`config.mk`:
```
export PLATFORM = sky130hd
export DESIGN_NAME = wall_texture_column_mapper_top_flat
export DESIGN_NICKNAME = d
export VERILOG_FILES = /design/src/design/tcm_pkg.sv /design/src/design/tcm_in_if.sv /design/src/design/tcm_out_if.sv /design/src/design/wall_texture_column_mapper_top.sv /design/src/design/tcm_front.sv /design/src/design/tcm_div.sv /design/src/design/tcm_back.sv /design/src/flat_wrapper.sv
export SDC_FILE = /design/constraint.sdc
export NUM_CORES = 2
export LEC_CHECK = 0
export BUFFER_PORTS_ARGS = -buffer_cell sky130_fd_sc_hd__buf_2
export CELL_PAD_IN_SITES_DETAIL_PLACEMENT = 1
export CELL_PAD_IN_SITES_GLOBAL_PLACEMENT = 2
export CORE_MARGIN = 5
export CORE_UTILIZATION = 43
export CTS_CLUSTER_DIAMETER = 40
export DETAILED_ROUTE_END_ITERATION = 6
export PLACE_DENSITY = 0.78
export SKIP_LAST_GASP = 1
export SLEW_MARGIN = 20
export SYNTH_ARGS = -nofsm -noshare
export SYNTH_HDL_FRONTEND = slang
export SYNTH_HIERARCHICAL = 1
export SYNTH_SLANG_ARGS = --single-unit
```
`constraint.sdc`:
```
create_clock -name clk_i -period 8.4 [get_ports clk_i]
set_clock_uncertainty 0.2 [all_clocks]
set_input_delay 1.68 -clock clk_i [delete_from_list [all_inputs] [get_ports clk_i]]
set_output_delay 1.68 -clock clk_i [all_outputs]
set_load 0.01 [all_outputs]
```
`src/design/tcm_pkg.sv`:
```
// Shared types, constants and helpers of the wall texture column mapper.
package tcm_pkg;

  localparam int ScreenHeight = 1024;
  localparam int HalfScreen   = ScreenHeight / 2;

  localparam int QueueDepth = 4;
  localparam int QueuePtrW  = $clog2(QueueDepth);

  localparam int MaxHeightLog2 = 10;
  localparam int FracBits      = 16;
  localparam int DivStepCount  = MaxHeightLog2 + FracBits + 1;
  localparam int DivCntW       = $clog2(DivStepCount);

  localparam logic [1:0] TexNorth = 2'd0;
  localparam logic [1:0] TexSouth = 2'd1;
  localparam logic [1:0] TexEast  = 2'd2;
  localparam logic [1:0] TexWest  = 2'd3;

  localparam logic [2:0] RegNorthWidth = 3'd0;
  localparam logic [2:0] RegNorthHlog  = 3'd1;
  localparam logic [2:0] RegSouthWidth = 3'd2;
  localparam logic [2:0] RegSouthHlog  = 3'd3;
  localparam logic [2:0] RegEastWidth  = 3'd4;
  localparam logic [2:0] RegEastHlog   = 3'd5;
  localparam logic [2:0] RegWestWidth  = 3'd6;
  localparam logic [2:0] RegWestHlog   = 3'd7;

  typedef struct packed {
    logic [10:0] north_width;
    logic [3:0]  north_hlog;
    logic [10:0] south_width;
    logic [3:0]  south_hlog;
    logic [10:0] east_width;
    logic [3:0]  east_hlog;
    logic [10:0] west_width;
    logic [3:0]  west_hlog;
  } tcm_cfg_t;

  typedef struct packed {
    logic        is_step;
    logic [10:0] column_x;
    logic [10:0] start_row;
    logic [10:0] end_row;
    logic [15:0] height;
    logic [1:0]  tex_id;
    logic [9:0]  tex_col;
    logic [3:0]  hlog;
  } tcm_item_t;

  typedef struct packed {
    logic                    start;
    logic [DivStepCount-1:0] dividend;
    logic [15:0]             divisor;
  } tcm_div_req_t;

  typedef struct packed {
    logic                    busy;
    logic                    done;
    logic [DivStepCount-1:0] quot;
  } tcm_div_rsp_t;

  function automatic logic [10:0] tex_width(tcm_cfg_t cfg, logic [1:0] id);
    logic [10:0] w;
    case (id)
      TexNorth: w = cfg.north_width;
      TexSouth: w = cfg.south_width;
      TexEast:  w = cfg.east_width;
      default:  w = cfg.west_width;
    endcase
    return w;
  endfunction

  function automatic logic [3:0] tex_hlog(tcm_cfg_t cfg, logic [1:0] id);
    logic [3:0] l;
    case (id)
      TexNorth: l = cfg.north_hlog;
      TexSouth: l = cfg.south_hlog;
      TexEast:  l = cfg.east_hlog;
      default:  l = cfg.west_hlog;
    endcase
    return (l > 4'(MaxHeightLog2)) ? 4'(MaxHeightLog2) : l;
  endfunction

endpackage

```
`src/design/tcm_in_if.sv`:
```
// Input channel of the column mapper: load and step requests.
interface tcm_in_if;
  logic              valid;
  logic              ready;
  logic              cmd;
  logic [10:0]       column_x;
  logic [10:0]       start_row;
  logic [10:0]       end_row;
  logic [15:0]       wall_height;
  logic              hit_side;
  logic signed [1:0] ray_step_x;
  logic signed [1:0] ray_step_y;
  logic [15:0]       wall_frac;

  modport source (
    output valid, cmd, column_x, start_row, end_row, wall_height, hit_side,
           ray_step_x, ray_step_y, wall_frac,
    input  ready
  );

  modport sink (
    input  valid, cmd, column_x, start_row, end_row, wall_height, hit_side,
           ray_step_x, ray_step_y, wall_frac,
    output ready
  );
endinterface

```
`src/design/tcm_out_if.sv`:
```
// Output channel of the column mapper: at most one pixel request per step.
interface tcm_out_if;
  logic        valid;
  logic        ready;
  logic [10:0] screen_x;
  logic [10:0] screen_y;
  logic [1:0]  texture_id;
  logic [9:0]  texel_col;
  logic [9:0]  texel_row;
  logic        last;

  modport source (
    output valid, screen_x, screen_y, texture_id, texel_col, texel_row, last,
    input  ready
  );

  modport sink (
    input  valid, screen_x, screen_y, texture_id, texel_col, texel_row, last,
    output ready
  );
endinterface

```
`src/design/wall_texture_column_mapper_top.sv`:
```
// Top level of the wall texture column mapper: config registers, front, divider, back.
//
// A load request sets up one wall slice; each step request up to its end row then yields
// one pixel request, one per cycle while the output side keeps up. A load holds the back
// end while it is taken from the queue, while the one-bit-per-cycle restoring divider
// forms the row step, while the quotient is registered and handed over, and during the
// start position multiply. The front queue takes up to four requests ahead during that
// time, so steps that follow a load wait only until the load is finished. Loads give no
// pixel.
module wall_texture_column_mapper_top (
  input  logic        clk_i,
  input  logic        rst_ni,
  input  logic        cfg_we_i,
  input  logic [2:0]  cfg_idx_i,
  input  logic [10:0] cfg_data_i,
  tcm_in_if.sink      in_if,
  tcm_out_if.source   out_if
);
  import tcm_pkg::*;

  tcm_cfg_t     cfg_q;
  tcm_item_t    head;
  logic         head_valid;
  logic         pop;
  tcm_div_req_t div_req;
  tcm_div_rsp_t div_rsp;

  always_ff @(posedge clk_i or negedge rst_ni) begin
    if (!rst_ni) begin
      cfg_q.north_width <= 11'd64;
      cfg_q.north_hlog  <= 4'd6;
      cfg_q.south_width <= 11'd64;
      cfg_q.south_hlog  <= 4'd6;
      cfg_q.east_width  <= 11'd64;
      cfg_q.east_hlog   <= 4'd6;
      cfg_q.west_width  <= 11'd64;
      cfg_q.west_hlog   <= 4'd6;
    end else if (cfg_we_i) begin
      case (cfg_idx_i)
        RegNorthWidth: cfg_q.north_width <= cfg_data_i;
        RegNorthHlog:  cfg_q.north_hlog  <= cfg_data_i[3:0];
        RegSouthWidth: cfg_q.south_width <= cfg_data_i;
        RegSouthHlog:  cfg_q.south_hlog  <= cfg_data_i[3:0];
        RegEastWidth:  cfg_q.east_width  <= cfg_data_i;
        RegEastHlog:   cfg_q.east_hlog   <= cfg_data_i[3:0];
        RegWestWidth:  cfg_q.west_width  <= cfg_data_i;
        RegWestHlog:   cfg_q.west_hlog   <= cfg_data_i[3:0];
        default: ;
      endcase
    end
  end

  tcm_front u_front (
    .clk_i        (clk_i),
    .rst_ni       (rst_ni),
    .cfg_i        (cfg_q),
    .in_if        (in_if),
    .head_valid_o (head_valid),
    .head_o       (head),
    .pop_i        (pop)
  );

  tcm_div u_div (
    .clk_i  (clk_i),
    .rst_ni (rst_ni),
    .req_i  (div_req),
    .rsp_o  (div_rsp)
  );

  tcm_back u_back (
    .clk_i        (clk_i),
    .rst_ni       (rst_ni),
    .cfg_i        (cfg_q),
    .head_valid_i (head_valid),
    .head_i       (head),
    .pop_o        (pop),
    .div_req_o    (div_req),
    .div_rsp_i    (div_rsp),
    .out_if       (out_if)
  );

  a_pop_needs_head: assert property (@(posedge clk_i) disable iff (!rst_ni)
    pop |-> head_valid)
    else $error("queue popped while empty");

  a_div_start_idle: assert property (@(posedge clk_i) disable iff (!rst_ni)
    div_req.start |-> !div_rsp.busy)
    else $error("divider started while busy");

  a_div_done_ends: assert property (@(posedge clk_i) disable iff (!rst_ni)
    div_rsp.done |-> !div_rsp.busy && $past(div_rsp.busy))
    else $error("divider done without a finished run");

  a_no_pixel_during_load: assert property (@(posedge clk_i) disable iff (!rst_ni)
    div_req.start |=> !(pop && head_valid && head.is_step))
    else $error("step popped while a load is in progress");

endmodule

```
`src/design/tcm_front.sv`:
```
// Front end: accepts requests, picks the texture and column, and queues them.
module tcm_front (
  input  logic               clk_i,
  input  logic               rst_ni,
  input  tcm_pkg::tcm_cfg_t  cfg_i,
  tcm_in_if.sink             in_if,
  output logic               head_valid_o,
  output tcm_pkg::tcm_item_t head_o,
  input  logic               pop_i
);
  import tcm_pkg::*;

  tcm_item_t            queue_q [QueueDepth];
  logic [QueuePtrW-1:0] wr_ptr_q, wr_ptr_d;
  logic [QueuePtrW-1:0] rd_ptr_q, rd_ptr_d;
  logic [QueuePtrW:0]   count_q, count_d;

  logic      push;
  logic      sx_pos, sx_neg, sy_pos, mirror;
  logic [1:0]  id;
  logic [10:0] width;
  logic [26:0] col_prod;
  logic [10:0] col_raw;
  tcm_item_t   item;

  assign sx_pos = (in_if.ray_step_x == 2'sb01);
  assign sx_neg = in_if.ray_step_x[1];
  assign sy_pos = (in_if.ray_step_y == 2'sb01);
  assign mirror = in_if.hit_side ? sy_pos : sx_neg;

  always_comb begin
    if (!in_if.hit_side) begin
      id = sx_pos ? TexEast : TexWest;
    end else begin
      id = sy_pos ? TexSouth : TexNorth;
    end
  end

  assign width    = tex_width(cfg_i, id);
  assign col_prod = 27'(in_if.wall_frac) * 27'(width);
  assign col_raw  = col_prod[26:16];

  always_comb begin
    item.is_step   = in_if.cmd;
    item.column_x  = in_if.column_x;
    item.start_row = in_if.start_row;
    item.end_row   = in_if.end_row;
    item.height    = (in_if.wall_height == 16'd0) ? 16'd1 : in_if.wall_height;
    item.tex_id    = id;
    item.tex_col   = mirror ? 10'(width - col_raw - 11'd1) : col_raw[9:0];
    item.hlog      = tex_hlog(cfg_i, id);
  end

  assign in_if.ready  = (count_q != (QueuePtrW+1)'(QueueDepth));
  assign push         = in_if.valid && in_if.ready;
  assign head_valid_o = (count_q != '0);
  assign head_o       = queue_q[rd_ptr_q];

  always_comb begin
    wr_ptr_d = push ? wr_ptr_q + 1'b1 : wr_ptr_q;
    rd_ptr_d = pop_i ? rd_ptr_q + 1'b1 : rd_ptr_q;
    count_d  = count_q + (QueuePtrW+1)'(push) - (QueuePtrW+1)'(pop_i);
  end

  always_ff @(posedge clk_i or negedge rst_ni) begin
    if (!rst_ni) begin
      wr_ptr_q <= '0;
      rd_ptr_q <= '0;
      count_q  <= '0;
    end else begin
      wr_ptr_q <= wr_ptr_d;
      rd_ptr_q <= rd_ptr_d;
      count_q  <= count_d;
    end
  end

  always_ff @(posedge clk_i) begin
    if (push) begin
      queue_q[wr_ptr_q] <= item;
    end
  end

endmodule

```
`src/design/tcm_div.sv`:
```
// Restoring divider for the row step, one quotient bit per cycle.
module tcm_div (
  input  logic                  clk_i,
  input  logic                  rst_ni,
  input  tcm_pkg::tcm_div_req_t req_i,
  output tcm_pkg::tcm_div_rsp_t rsp_o
);
  import tcm_pkg::*;

  logic                    busy_q, busy_d;
  logic                    done_q, done_d;
  logic [DivCntW-1:0]      cnt_q, cnt_d;
  logic [15:0]             rem_q, rem_d;
  logic [DivStepCount-1:0] acc_q, acc_d;
  logic [15:0]             dvs_q, dvs_d;
  logic [16:0]             trial;
  logic                    fits;

  assign trial = {rem_q, acc_q[DivStepCount-1]};
  assign fits  = (trial >= {1'b0, dvs_q});

  always_comb begin
    busy_d = busy_q;
    done_d = 1'b0;
    cnt_d  = cnt_q;
    rem_d  = rem_q;
    acc_d  = acc_q;
    dvs_d  = dvs_q;
    if (req_i.start) begin
      busy_d = 1'b1;
      cnt_d  = '0;
      rem_d  = '0;
      acc_d  = req_i.dividend;
      dvs_d  = req_i.divisor;
    end else if (busy_q) begin
      rem_d = fits ? 16'(trial - {1'b0, dvs_q}) : trial[15:0];
      acc_d = {acc_q[DivStepCount-2:0], fits};
      cnt_d = cnt_q + 1'b1;
      if (cnt_q == DivCntW'(DivStepCount - 1)) begin
        busy_d = 1'b0;
        done_d = 1'b1;
      end
    end
  end

  always_ff @(posedge clk_i or negedge rst_ni) begin
    if (!rst_ni) begin
      busy_q <= 1'b0;
      done_q <= 1'b0;
      cnt_q  <= '0;
    end else begin
      busy_q <= busy_d;
      done_q <= done_d;
      cnt_q  <= cnt_d;
    end
  end

  always_ff @(posedge clk_i) begin
    rem_q <= rem_d;
    acc_q <= acc_d;
    dvs_q <= dvs_d;
  end

  assign rsp_o.busy = busy_q;
  assign rsp_o.done = done_q;
  assign rsp_o.quot = acc_q;

endmodule

```
`src/design/tcm_back.sv`:
```
// Back end: runs column loads through the divider and emits at most one pixel per step.
module tcm_back (
  input  logic                  clk_i,
  input  logic                  rst_ni,
  input  tcm_pkg::tcm_cfg_t     cfg_i,
  input  logic                  head_valid_i,
  input  tcm_pkg::tcm_item_t    head_i,
  output logic                  pop_o,
  output tcm_pkg::tcm_div_req_t div_req_o,
  input  tcm_pkg::tcm_div_rsp_t div_rsp_i,
  tcm_out_if.source             out_if
);
  import tcm_pkg::*;

  localparam logic [1:0] StRun = 2'd0;
  localparam logic [1:0] StDiv = 2'd1;
  localparam logic [1:0] StMul = 2'd2;

  logic [1:0]  state_q, state_d;
  logic        active_q, active_d;
  logic [10:0] cur_x_q, cur_x_d;
  logic [10:0] cur_y_q, cur_y_d;
  logic [10:0] last_y_q, last_y_d;
  logic [1:0]  tex_sel_q, tex_sel_d;
  logic [9:0]  tex_col_q, tex_col_d;
  logic [39:0] row_pos_q, row_pos_d;
  logic [DivStepCount-1:0] row_step_q, row_step_d;
  logic [16:0] off_q, off_d;
  logic        out_valid_q, out_valid_d;
  logic        out_load;

  logic [10:0] screen_x_q, screen_y_q;
  logic [1:0]  texture_id_q;
  logic [9:0]  texel_col_q, texel_row_q;
  logic        last_q;

  logic signed [44:0] pos_prod;
  logic [3:0]  hlog_live;
  logic [9:0]  hmask;
  logic [9:0]  row_int;
  logic        is_last;
  logic        out_free;

  assign pos_prod  = $signed(off_q) * $signed({1'b0, row_step_q});
  assign hlog_live = tex_hlog(cfg_i, tex_sel_q);
  assign hmask     = 10'((11'd1 << hlog_live) - 11'd1);
  assign row_int   = row_pos_q[25:16] + 10'(row_pos_q[39] & (|row_pos_q[15:0]));
  assign is_last   = (cur_y_q == last_y_q);
  assign out_free  = !out_valid_q || out_if.ready;

  always_comb begin
    state_d     = state_q;
    active_d    = active_q;
    cur_x_d     = cur_x_q;
    cur_y_d     = cur_y_q;
    last_y_d    = last_y_q;
    tex_sel_d   = tex_sel_q;
    tex_col_d   = tex_col_q;
    row_pos_d   = row_pos_q;
    row_step_d  = row_step_q;
    off_d       = off_q;
    out_valid_d = out_valid_q && !out_if.ready;
    out_load    = 1'b0;
    pop_o       = 1'b0;
    div_req_o.start    = 1'b0;
    div_req_o.dividend = DivStepCount'(1) << (5'(head_i.hlog) + 5'(FracBits));
    div_req_o.divisor  = head_i.height;
    case (state_q)
      StRun: begin
        if (head_valid_i) begin
          if (!head_i.is_step) begin
            pop_o           = 1'b1;
            div_req_o.start = 1'b1;
            cur_x_d   = head_i.column_x;
            cur_y_d   = head_i.start_row;
            last_y_d  = head_i.end_row;
            tex_sel_d = head_i.tex_id;
            tex_col_d = head_i.tex_col;
            active_d  = (head_i.start_row <= head_i.end_row);
            off_d     = 17'(head_i.start_row) - 17'(HalfScreen) + 17'(head_i.height[15:1]);
            state_d   = StDiv;
          end else if (!active_q) begin
            pop_o = 1'b1;
          end else if (out_free) begin
            pop_o       = 1'b1;
            out_load    = 1'b1;
            out_valid_d = 1'b1;
            row_pos_d   = row_pos_q + 40'(row_step_q);
            cur_y_d     = cur_y_q + 11'd1;
            if (is_last) begin
              active_d = 1'b0;
            end
          end
        end
      end
      StDiv: begin
        if (div_rsp_i.done) begin
          row_step_d = div_rsp_i.quot;
          state_d    = StMul;
        end
      end
      StMul: begin
        row_pos_d = pos_prod[39:0];
        state_d   = StRun;
      end
      default: begin
        state_d = StRun;
      end
    endcase
  end

  always_ff @(posedge clk_i or negedge rst_ni) begin
    if (!rst_ni) begin
      state_q     <= StRun;
      active_q    <= 1'b0;
      cur_x_q     <= '0;
      cur_y_q     <= '0;
      last_y_q    <= '0;
      tex_sel_q   <= '0;
      tex_col_q   <= '0;
      row_pos_q   <= '0;
      row_step_q  <= '0;
      off_q       <= '0;
      out_valid_q <= 1'b0;
    end else begin
      state_q     <= state_d;
      active_q    <= active_d;
      cur_x_q     <= cur_x_d;
      cur_y_q     <= cur_y_d;
      last_y_q    <= last_y_d;
      tex_sel_q   <= tex_sel_d;
      tex_col_q   <= tex_col_d;
      row_pos_q   <= row_pos_d;
      row_step_q  <= row_step_d;
      off_q       <= off_d;
      out_valid_q <= out_valid_d;
    end
  end

  always_ff @(posedge clk_i) begin
    if (out_load) begin
      screen_x_q   <= cur_x_q;
      screen_y_q   <= cur_y_q;
      texture_id_q <= tex_sel_q;
      texel_col_q  <= tex_col_q;
      texel_row_q  <= row_int & hmask;
      last_q       <= is_last;
    end
  end

  assign out_if.valid      = out_valid_q;
  assign out_if.screen_x   = screen_x_q;
  assign out_if.screen_y   = screen_y_q;
  assign out_if.texture_id = texture_id_q;
  assign out_if.texel_col  = texel_col_q;
  assign out_if.texel_row  = texel_row_q;
  assign out_if.last       = last_q;

endmodule

```
`src/flat_wrapper.sv`:
```
// flat-port wrapper written by rule: the top's interface ports become plain ports
module wall_texture_column_mapper_top_flat import tcm_pkg::*;
  (clk_i, rst_ni, cfg_we_i, cfg_idx_i, cfg_data_i, in_if_valid, in_if_cmd, in_if_column_x, in_if_start_row, in_if_end_row, in_if_wall_height, in_if_hit_side, in_if_ray_step_x, in_if_ray_step_y, in_if_wall_frac, in_if_ready, out_if_valid, out_if_screen_x, out_if_screen_y, out_if_texture_id, out_if_texel_col, out_if_texel_row, out_if_last, out_if_ready);
  tcm_in_if in_if_i ();
  tcm_out_if out_if_i ();
  input  logic clk_i;
  input  logic rst_ni;
  input  logic cfg_we_i;
  input  logic [2:0] cfg_idx_i;
  input  logic [10:0] cfg_data_i;
  input wire logic [$bits(in_if_i.valid)-1:0] in_if_valid;
  input wire logic [$bits(in_if_i.cmd)-1:0] in_if_cmd;
  input wire logic [$bits(in_if_i.column_x)-1:0] in_if_column_x;
  input wire logic [$bits(in_if_i.start_row)-1:0] in_if_start_row;
  input wire logic [$bits(in_if_i.end_row)-1:0] in_if_end_row;
  input wire logic [$bits(in_if_i.wall_height)-1:0] in_if_wall_height;
  input wire logic [$bits(in_if_i.hit_side)-1:0] in_if_hit_side;
  input wire logic [$bits(in_if_i.ray_step_x)-1:0] in_if_ray_step_x;
  input wire logic [$bits(in_if_i.ray_step_y)-1:0] in_if_ray_step_y;
  input wire logic [$bits(in_if_i.wall_frac)-1:0] in_if_wall_frac;
  output wire logic [$bits(in_if_i.ready)-1:0] in_if_ready;
  output wire logic [$bits(out_if_i.valid)-1:0] out_if_valid;
  output wire logic [$bits(out_if_i.screen_x)-1:0] out_if_screen_x;
  output wire logic [$bits(out_if_i.screen_y)-1:0] out_if_screen_y;
  output wire logic [$bits(out_if_i.texture_id)-1:0] out_if_texture_id;
  output wire logic [$bits(out_if_i.texel_col)-1:0] out_if_texel_col;
  output wire logic [$bits(out_if_i.texel_row)-1:0] out_if_texel_row;
  output wire logic [$bits(out_if_i.last)-1:0] out_if_last;
  input wire logic [$bits(out_if_i.ready)-1:0] out_if_ready;
  assign in_if_i.valid = in_if_valid;
  assign in_if_i.cmd = in_if_cmd;
  assign in_if_i.column_x = in_if_column_x;
  assign in_if_i.start_row = in_if_start_row;
  assign in_if_i.end_row = in_if_end_row;
  assign in_if_i.wall_height = in_if_wall_height;
  assign in_if_i.hit_side = in_if_hit_side;
  assign in_if_i.ray_step_x = in_if_ray_step_x;
  assign in_if_i.ray_step_y = in_if_ray_step_y;
  assign in_if_i.wall_frac = in_if_wall_frac;
  assign in_if_ready = in_if_i.ready;
  assign out_if_valid = out_if_i.valid;
  assign out_if_screen_x = out_if_i.screen_x;
  assign out_if_screen_y = out_if_i.screen_y;
  assign out_if_texture_id = out_if_i.texture_id;
  assign out_if_texel_col = out_if_i.texel_col;
  assign out_if_texel_row = out_if_i.texel_row;
  assign out_if_last = out_if_i.last;
  assign out_if_i.ready = out_if_ready;
  wall_texture_column_mapper_top u_core (.clk_i(clk_i), .rst_ni(rst_ni), .cfg_we_i(cfg_we_i), .cfg_idx_i(cfg_idx_i), .cfg_data_i(cfg_data_i), .in_if(in_if_i), .out_if(out_if_i));
endmodule
```
==> reports/summary.txt <==
CLOCK TREE
-------------------------------------------------------------------------------------
Number of sinks driven by the clock tree                                          575
TritonCTS clock tree                                                            built
Clock Tree Buf Depth                                                                3
Number of buffers added to fix hold violations after cts                            0
H-tree depth                                                                        3
Clock-pin slew of the registers on the worst-case setup and hold paths        0.06 ns
Num CTS Buffers                                                                    95
Clock root buffer                                                        sky130_fd_sc_hd__clkbuf_16
Clock insertion delay at the later pin of the skew report                     0.72 ns

FINISH
-------------------------------------------------------------------------------------
End-of-flow core utilization                                                    49.4%
Synth-to-layout area growth                                                     14.4%
Filler-free cell count of the finished design                                    6071
Number of nets in the layout                                                     5432
Share of post-route cells with drive strength above 1                           16.9%

SETUP PATH
-------------------------------------------------------------------------------------
Critical path data arrival time                                               8.41 ns
Kind of start point of the critical path                                   input port
Start-to-end type of the worst setup path                                      in2reg
Cell repeated most along the worst path                                  sky130_fd_sc_hd__fa_1
Crit path max fanout                                                                6
Data required time of the critical path                                       8.60 ns
Largest stage delay on the critical path                                      0.58 ns
Cell with the largest stage delay on the worst path                      sky130_fd_sc_hd__fa_1
Element type at the critical path end                                       flip-flop

DRT
-------------------------------------------------------------------------------------
Routed via count divided by cell count                                           5.27
Routed wirelength normalized by instance count                                21.1 um
Number of DRC violations after detailed-routing iteration 0                      1548
Routed vias                                                                     32000
Iteration count of the initial detailed-routing pass                                5
Detailed-route wire length                                                  128000 um
Post-route DRC violation count                                                      0
Residual antenna-violating net count after detailed routing                         0

TIMING
-------------------------------------------------------------------------------------
Finish-stage setup viols                                                            0
Unrepaired setup endpoints after global routing                                  true
Smallest hold slack                                                          0.236 ns
Max Transition Viols Final                                                          0
Final critical path time including I/O delays and setup                       8.21 ns
Setup total negative slack                                                       0 ns
Worst slew margin relative to its limit                                         29.7%
Final cycle utilization of the critical path                                    97.8%
Slew at the pin closest to its max-slew limit                                 1.05 ns
Count of endpoints failing hold in the final timing report                          0
Highest clock rate                                                            122 MHz

PLACEMENT
-------------------------------------------------------------------------------------
Global placement routability congestion                                         0.801
IO buf count                                                                      136
Placed wire-length estimate                                                  96600 um
Number of cells after detailed placement                                         5875

SYNTH
-------------------------------------------------------------------------------------
YS warnings                                                                         6
Number of instances in the synthesized netlist                                   4390
Summed instance area of the synthesized netlist                            46800 um^2
Synthesized area divided by synthesized cell count                          10.7 um^2

GLOBAL ROUTING
-------------------------------------------------------------------------------------
Initial antenna violation count                                                     6
Global-route wire length before repair                                      204000 um
Largest net degree at the start of global routing                                  80
Via count of the first global-routing pass                                      35800
Overall Global Routing Usage                                                    22.5%
Total grt overflow                                                                  0

FLOORPLAN
-------------------------------------------------------------------------------------
Die Span Y                                                                     340 um
Site row count                                                                    121
Floorplan die area                                                        116000 um^2
I/O pin cnt                                                                       137
Width of the die                                                               340 um
Initial Util                                                                    43.2%
Area of the core                                                          108000 um^2

JOB
-------------------------------------------------------------------------------------
Max cap viols                                                                       0

RUN STATUS
-------------------------------------------------------------------------------------
Status                                                                   finished clean

HOLD PATH
-------------------------------------------------------------------------------------
Hold crit path type                                                           reg2reg

-- critical path, delay by kind of cell --
| kind | cells | cell delay (ns) |
|---|---|---|
| buffers and inverters | 4 | 0.56 |
| AND/OR/NAND/NOR | 7 | 0.89 |
| AO/OA/AOI/OAI | 11 | 1.93 |
| adder cells (fa/ha/maj) | 7 | 2.94 |
| XOR/XNOR | 2 | 0.42 |
-- state kept, by name, indices dropped and copies added, names as in the netlist, 16 cells and up --
register                  flops
u_core/u_div/rem_q           16
u_core/u_div/dvs_q           16
u_core/u_back/off_q          17
u_core/cfg_q                 60
u_core/u_front/queue_q      264
u_core/u_back/row_step_q     27
u_core/u_back/row_pos_q      40
u_core/u_div/acc_q           27
-- metrics by stage --
stage	instance area, um^2	worst slack, ns
final	53500	0.189
after global routing	53500	-0.0827
after CTS	53100	0.00647
after detailed placement	49700	-0.885
after global placement	49700	-0.728
after floorplan	47100	-0.300
-- path summary, 6_finish.rpt --
check | slack, ns | startpoint | cells past startpoint | end
min | 0.24 | u_core/u_back/cur_x_q[7]$_DFFE_PN0P_ | 0 | u_core/u_back/out_if.screen_x[7]$_DFFE_PP_
max reg2reg | 0.80 | u_core/u_back/off_q[7]$_DFFE_PN0P_ | 23 | u_core/u_back/row_pos_q[34]$_DFFE_PN0P_
max in group asynchronous | 5.61 | rst_ni | 2 | u_core/cfg_q[41]$_DFFE_PN0P_
min in group asynchronous | 0.79 | rst_ni | 1 | u_core/u_back/last_y_q[0]$_DFFE_PN0P_
max | 0.19 | in_if_ray_step_x[1] | 31 | u_core/u_front/queue_q[2][13]$_DFFE_PP_
min reg2reg | 0.24 | u_core/u_back/cur_x_q[7]$_DFFE_PN0P_ | 0 | u_core/u_back/out_if.screen_x[7]$_DFFE_PP_
-- area by class of cell --
class	instances	area, um^2
clock inverter	72	906
fill	11700	54900
timing repair buffer	322	2230
tap	1414	1770
antenna	3	7.51
inverter	664	2490
clock buffer	106	2440
sequential	575	16100
multi-input combinational	2915	27600
-- cell usage in the layout, fill, tap and decap left out, types with 17 or more instances in the layout --
master,instances
sky130_fd_sc_hd__buf_2,132
sky130_fd_sc_hd__mux4_2,70
sky130_fd_sc_hd__nand4_1,17
sky130_fd_sc_hd__nor2_1,122
sky130_fd_sc_hd__o21ai_0,98
sky130_fd_sc_hd__dfrtp_1,193
sky130_fd_sc_hd__buf_4,169
sky130_fd_sc_hd__edfxtp_1,352
sky130_fd_sc_hd__nor3_1,39
sky130_fd_sc_hd__a211oi_1,29
sky130_fd_sc_hd__clkbuf_16,97
sky130_fd_sc_hd__nand2b_1,35
sky130_fd_sc_hd__a21o_1,49
sky130_fd_sc_hd__clkinv_2,17
sky130_fd_sc_hd__nand2_1,634
sky130_fd_sc_hd__and3_1,25
sky130_fd_sc_hd__mux2i_1,18
sky130_fd_sc_hd__a21oi_1,126
sky130_fd_sc_hd__mux2_4,20
sky130_fd_sc_hd__nor2b_1,24
sky130_fd_sc_hd__o211ai_1,21
sky130_fd_sc_hd__xor2_1,54
sky130_fd_sc_hd__xnor2_1,85
sky130_fd_sc_hd__ha_1,263
sky130_fd_sc_hd__o21ai_1,29
sky130_fd_sc_hd__nand3_1,46
sky130_fd_sc_hd__fa_1,488
sky130_fd_sc_hd__and2_1,256
sky130_fd_sc_hd__inv_1,658
sky130_fd_sc_hd__mux2_2,69
-- timing repair --
item / 4_1_cts / 5_1_grt
pin swaps: 0 / 42
setup endpoints to repair: 12 / 24
buffers inserted: 2 / 10
cloned: 1 / 2
resized for setup: 2 / 67
-- metal layers --
metal	GRT usage [%]	share of wire, %	vias to the layer above
met4	5.07	1.9	4
li1	-	-	14700
met2	39.1	50	460
met5	0	0.015	-
met1	29.5	44	16700
met3	3.96	4.0	138
Power is left out: the tool's default activity adds up to more than one toggle a clock period on the data nets, which glitch-free logic cannot reach.
